==> config.mk <==
export PLATFORM = sky130hd
export DESIGN_NAME = fdr_rdiv
export DESIGN_NICKNAME = d
export VERILOG_FILES = /design/src/hw/rtl/fdr_pkg.sv /design/src/hw/rtl/fdr_rdiv.sv
export SDC_FILE = /design/constraint.sdc
export NUM_CORES = 2
export LEC_CHECK = 0
export CAP_MARGIN = 10
export CORE_MARGIN = 5
export CORE_UTILIZATION = 45
export CTS_CLUSTER_DIAMETER = 60
export DETAILED_ROUTE_END_ITERATION = 8
export DONT_BUFFER_PORTS = 1
export PLACE_DENSITY_LB_ADDON = 0.1
export SLEW_MARGIN = 0
export SYNTH_ARGS = -nofsm -noshare
export SYNTH_HDL_FRONTEND = slang
export SYNTH_SLANG_ARGS = --single-unit
==> constraint.sdc <==
create_clock -name clk -period 8.8 [get_ports clk]
set_input_delay 0.44 -clock clk [delete_from_list [all_inputs] [get_ports clk]]
set_output_delay 0.44 -clock clk [all_outputs]
set_load 0.05 [all_outputs]
==> src/hw/rtl/fdr_pkg.sv <==
// Shared widths, latencies and payload types for the dielectric Fresnel pipeline.
// No dependencies; used by fdr_tsqrt, fdr_rdiv and fresnel_dielectric_reflectance.
package fdr_pkg;

	// quotient bits of the transmitted sin^2 divide, root bits of the cosine sqrt
	localparam int T_QBITS  = 28;
	localparam int SQ_STEPS = 15;
	localparam int T_LAT    = T_QBITS + SQ_STEPS;
	// quotient bits of each amplitude ratio (Q.30, one inclusive)
	localparam int R_QBITS  = 31;
	localparam int R_LAT    = R_QBITS;

	localparam logic [14:0] ONE_Q14  = 15'd16384;
	localparam logic [28:0] ONE_Q28  = 29'h1000_0000;
	localparam logic [30:0] ONE_Q30  = 31'h4000_0000;
	localparam logic [15:0] REFL_ONE = 16'd32768;

	typedef logic [14:0] cos_t;    // absolute clamped cosine, Q.14
	typedef logic [15:0] eta_t;    // refractive index, Q4.12
	typedef logic [31:0] sq_t;     // index squared
	typedef logic [59:0] lhs_t;    // etaI^2 * sin^2, Q.28 scaled
	typedef logic [14:0] ct_t;     // transmitted cosine, Q.14
	typedef logic [29:0] rnum_t;   // ratio numerator magnitude
	typedef logic [30:0] rden_t;   // ratio denominator
	typedef logic [30:0] ratio_t;  // ratio magnitude, Q.30

	typedef struct packed {
		logic vld;
		logic tir;
		eta_t ei;
		eta_t et;
		cos_t c;
	} tside_t;

	typedef struct packed {
		logic vld;
		logic tir;
	} rside_t;

endpackage

==> src/hw/rtl/fdr_rdiv.sv <==
// Pipelined restoring divide num * 2^30 / den for one amplitude ratio (num <= den).
// Zero denominator yields one. Depends on fdr_pkg.
module fdr_rdiv (
	input  logic            clk,
	input  logic            en,
	input  fdr_pkg::rnum_t  num,
	input  fdr_pkg::rden_t  den,
	output fdr_pkg::ratio_t quo
);
	import fdr_pkg::*;

	logic [30:0]        rem_s  [R_QBITS];
	logic [30:0]        den_s  [R_QBITS];
	logic [R_QBITS-1:0] q_s    [R_QBITS];
	logic               zero_s [R_QBITS];

	genvar k;
	generate
		for (k = 0; k < R_QBITS; k++) begin : g_step
			logic [31:0]        rem_in;
			logic [30:0]        den_in;
			logic [R_QBITS-1:0] q_in;
			logic               zero_in;
			logic               ge;
			if (k == 0) begin : g_first
				assign rem_in  = {2'b00, num};
				assign den_in  = den;
				assign q_in    = '0;
				assign zero_in = den == '0;
			end else begin : g_next
				assign rem_in  = {rem_s[k-1], 1'b0};
				assign den_in  = den_s[k-1];
				assign q_in    = q_s[k-1];
				assign zero_in = zero_s[k-1];
			end
			assign ge = rem_in >= {1'b0, den_in};
			always_ff @(posedge clk) begin
				if (en) begin
					rem_s[k]  <= ge ? 31'(rem_in - {1'b0, den_in}) : rem_in[30:0];
					den_s[k]  <= den_in;
					q_s[k]    <= {q_in[R_QBITS-2:0], ge};
					zero_s[k] <= zero_in;
				end
			end
		end
	endgenerate

	assign quo = zero_s[R_QBITS-1] ? ONE_Q30 : q_s[R_QBITS-1];

endmodule

==> flow_metrics.tcl <==
set metrics [dict create \
    start_util 0.452 \
    rsz0062_at_grt "false" \
    worst_slack_ns 3.11 \
    crit_slowest_cell "buf_16" \
    antenna_found_initial 10 \
    drv_slew 20 \
    post-cts-setup-buffers 0 \
    max_slew_margin -0.00585 \
    hp-class "input pin to flip-flop" \
    critical_path_required_ns 9.28 \
    use_met3 0.0251 \
    dpl.hpwl_um 237000 \
    synth_edf_count 2387 \
    grt_overflow 0 \
    ys_async_sr_fraction 0 \
    met2_usage 0.368 \
    io_buffer_count 0 \
    whs_path_depth 1 \
    irDropWorstVdd_mv 0.214 \
    path_class "input pin to flip-flop" \
    dpl-instance-area_mm2 0.136 \
    netlist_instances 11523 \
    drc 0 \
    cp_top_family "buffers and inverters" \
    met1_usage 0.256 \
    synth_seq_cells 2387 \
    yosysSeqAreaShare 0.545 \
    core_mm2 0.291 \
    max_freq_mhz 176 \
    skew_ns 0.0353 \
    syn_area_mm2 0.132 \
    path_depth 7 \
    slowest_delay_ns 0.71 \
    numCtsBuffers 298 \
    hold_viol 2 \
    path_cells "buf_16, buf_16, buf_16, buf_16, buf_16, buf_16, buf_16" \
    powerDensity_mw_per_mm2 374 \
    fin_tns_setup_ns 0 \
    layout-drive-gt1-share 0.0588 \
    die_y_um 551 \
    clk_latency_ns 0.89 \
    reg2reg_depth 11 \
    synthFlopType "edfxtp_1" \
    vias 86951 \
    fp.dieW_um 551 \
    worst-path-buf-inv 7 \
    ant_nets 0 \
    ioPinCount 94 \
    routed_wl_um 316000 \
    std_cell_rows 198 \
    ys_warn_count 0 \
    gr-usage-all-layers 0.204 \
    cts_tree "built" \
    htree_levels 5 \
    r2r-end "rem_s[8][32]" \
    cpMostUsedCell "buf_16" \
    r2r_setup_slack_ns 4.46 \
    synthDistinctLibCells 101 \
    grt_pass1_wl_um 492000 \
    violations "negative hold slack, max-slew violations" \
    endpoint_kind "flip-flop" \
    vias_per_cell 5.49 \
    min_to "q_s[8][37]" \
    finalSetupViolations 0 \
    place_congestion 0.903 \
    start_kind "input pin" \
    fin_area_mm2 0.147 \
    grt_max_degree 282 \
    syn_nets 12575 \
    period_needed_ns 5.69 \
    status "complete, but fails checks" \
    root_buffer "clkbuf_16" \
    grt-busiest-layer "met2" \
    cts_buffer_depth 4 \
    power_w 0.0549 \
    holdWs_ns -0.00994 \
    first_pass_iters 6 \
    clock_sinks 2387 \
    ctsResizeCount 0 \
    grt_pass1_vias 86321 \
    drt_iter0_drc 6375 \
    postSynthAreaPerCell_um2 11.4 \
    worstPathArrival_ns 6.16 \
    min_from "en" \
    clkTransAtPathRegs_ns 0.06 \
    dp_slack_ns 2.43 \
    nNetsFinal 12754 \
    tightest_slew_ns 1.51 \
    nFillCells 25675 \
    p_leak_nw 59.6 \
    path_max_fanout 233 \
    area_growth_pct 11.4 \
    period_share 0.646 \
    drv_cap 0 \
    wl_per_cell_um 19.9 \
    r2r_start "rem_s[8][0]" \
    die_area_mm2 0.303 \
]
## final cells by class
class,instances,area (µm²),share of cell area
tap,3900,4880,0.0333
antenna,3,7.51,0.0000512
sequential,2387,71700,0.489
clock inverter,189,1820,0.0124
timing repair buffer,110,1250,0.00855
multi-input combinational,7692,54500,0.372
clock buffer,350,7820,0.0534
inverter,1213,4550,0.0311
## cell families after synthesis
logic type,synth area share
AOI/OAI and AO/OA,0.148
buffers and inverters,0.0421
and+or+nand+nor,0.0899
DFF,0.545
adders and majority gates,0.0958
muxes,0.0282
xor gates and xnor gates,0.0511
## through the flow
| stage | instances | hold WS (ns) | util |
|---|---|---|---|
| floorplan | 11523 | 0.400 | - |
| global placement | 15238 | 0.400 | 0.468 |
| detailed placement | 15238 | 0.405 | 0.468 |
| CTS | 15840 | 0.0217 | 0.503 |
| global route | 15842 | 0.0196 | 0.503 |
| finish | 15844 | -0.00994 | 0.503 |
## state kept, by name, indices dropped and copies added, names as in the netlist
signal and count:
rem_s 930, zero_s 31, q_s 496, den_s 930
## placed cells by master (no fill, tap or decap), types with 24 or more instances in the layout
cell	synthesis	final
clkbuf_16	0	306
edfxtp_1	2387	2387
a31o_2	24	24
nand4_1	130	130
or3_1	47	47
a211oi_1	61	61
nor3_1	118	118
dlygate4sd3_1	0	62
clkinvlp_4	0	26
ha_1	959	959
nor2_1	698	698
buf_4	3	34
and2_1	55	55
o211ai_1	43	43
a31oi_1	111	106
nor4_1	32	32
mux2_2	98	98
xnor2_1	460	460
o21a_1	134	134
o21bai_1	117	117
a21oi_1	926	926
and3_1	85	85
o21ai_0	641	641
fa_1	30	30
nand3_1	172	169
nand2_1	805	805
clkinv_2	0	46
xor2_1	308	308
nand2b_1	103	103
mux2_1	221	221
clkbuf_1	150	44
o31ai_1	71	71
inv_1	1203	1203
nor2b_1	148	146
clkinv_1	0	43
o21ai_1	97	97
a21o_1	521	521
## what timing repair did
item | 4_1_cts | 5_1_grt
setup endpoints to repair | 0 | 0
endpoints found under the hold margin | 96 | 0
hold buffers | 63 | 0
## worst register-to-register path, delay by kind of cell (launching register included)
| kind | cells | cell delay [ns] |
|---|---|---|
| adder cells (fa/ha/maj) | 1 | 0.49 |
| AO/OA/AOI/OAI | 8 | 2.33 |
| flip-flops | 1 | 0.43 |
| buffers and inverters | 1 | 0.44 |
| multiplexers | 1 | 0.39 |
## worst max-delay path by stage
| stage | start | slack, ns | end |
|---|---|---|---|
| 5_1_grt | en | 2.78 | den_s[14][23] |
| 6_report | en | 3.11 | rem_s[14][25] |
| 3_5_place_dp | en | 2.43 | rem_s[14][42] |
| 2_1_floorplan | rem_s[5][0] | 5.39 | rem_s[5][48] |
| 3_3_place_gp | en | 2.62 | rem_s[14][28] |
| 4_1_cts | en | 3.40 | rem_s[14][53] |
## synthesized netlist by cell type, types with 85 or more instances
cell type,number,area (µm²)
a21o_1,521,3910
a21oi_1,926,4630
a31oi_1,111,694
and3_1,85,532
clkbuf_1,150,563
edfxtp_1,2387,71700
ha_1,959,12000
inv_1,1203,4520
mux2_1,221,2490
mux2_2,98,1100
nand2_1,805,3020
nand2b_1,103,644
nand3_1,172,861
nand4_1,130,813
nor2_1,698,2620
nor2b_1,148,926
nor3_1,118,591
o21a_1,134,1010
o21ai_0,641,3210
o21ai_1,97,485
o21bai_1,117,878
xnor2_1,460,4030
xor2_1,308,2700
## where the power goes
group / leakage [nW] / switching [W] / total, W / internal (W)
Combinational: 31.6 / 0.0139 / 0.0240 / 0.0101
Sequential: 23.3 / 0.00199 / 0.0189 / 0.0169
Clock: 4.66 / 0.00488 / 0.0120 / 0.00708
Total: 59.6 / 0.0208 / 0.0549 / 0.0341
## layer usage
metal,vias to the layer above,share of wire
li1,42666,-
met1,41941,0.42
met2,1785,0.50
met4,0,0.033
met5,-,0
met3,559,0.039
Power figures use the tool's default switching activity.
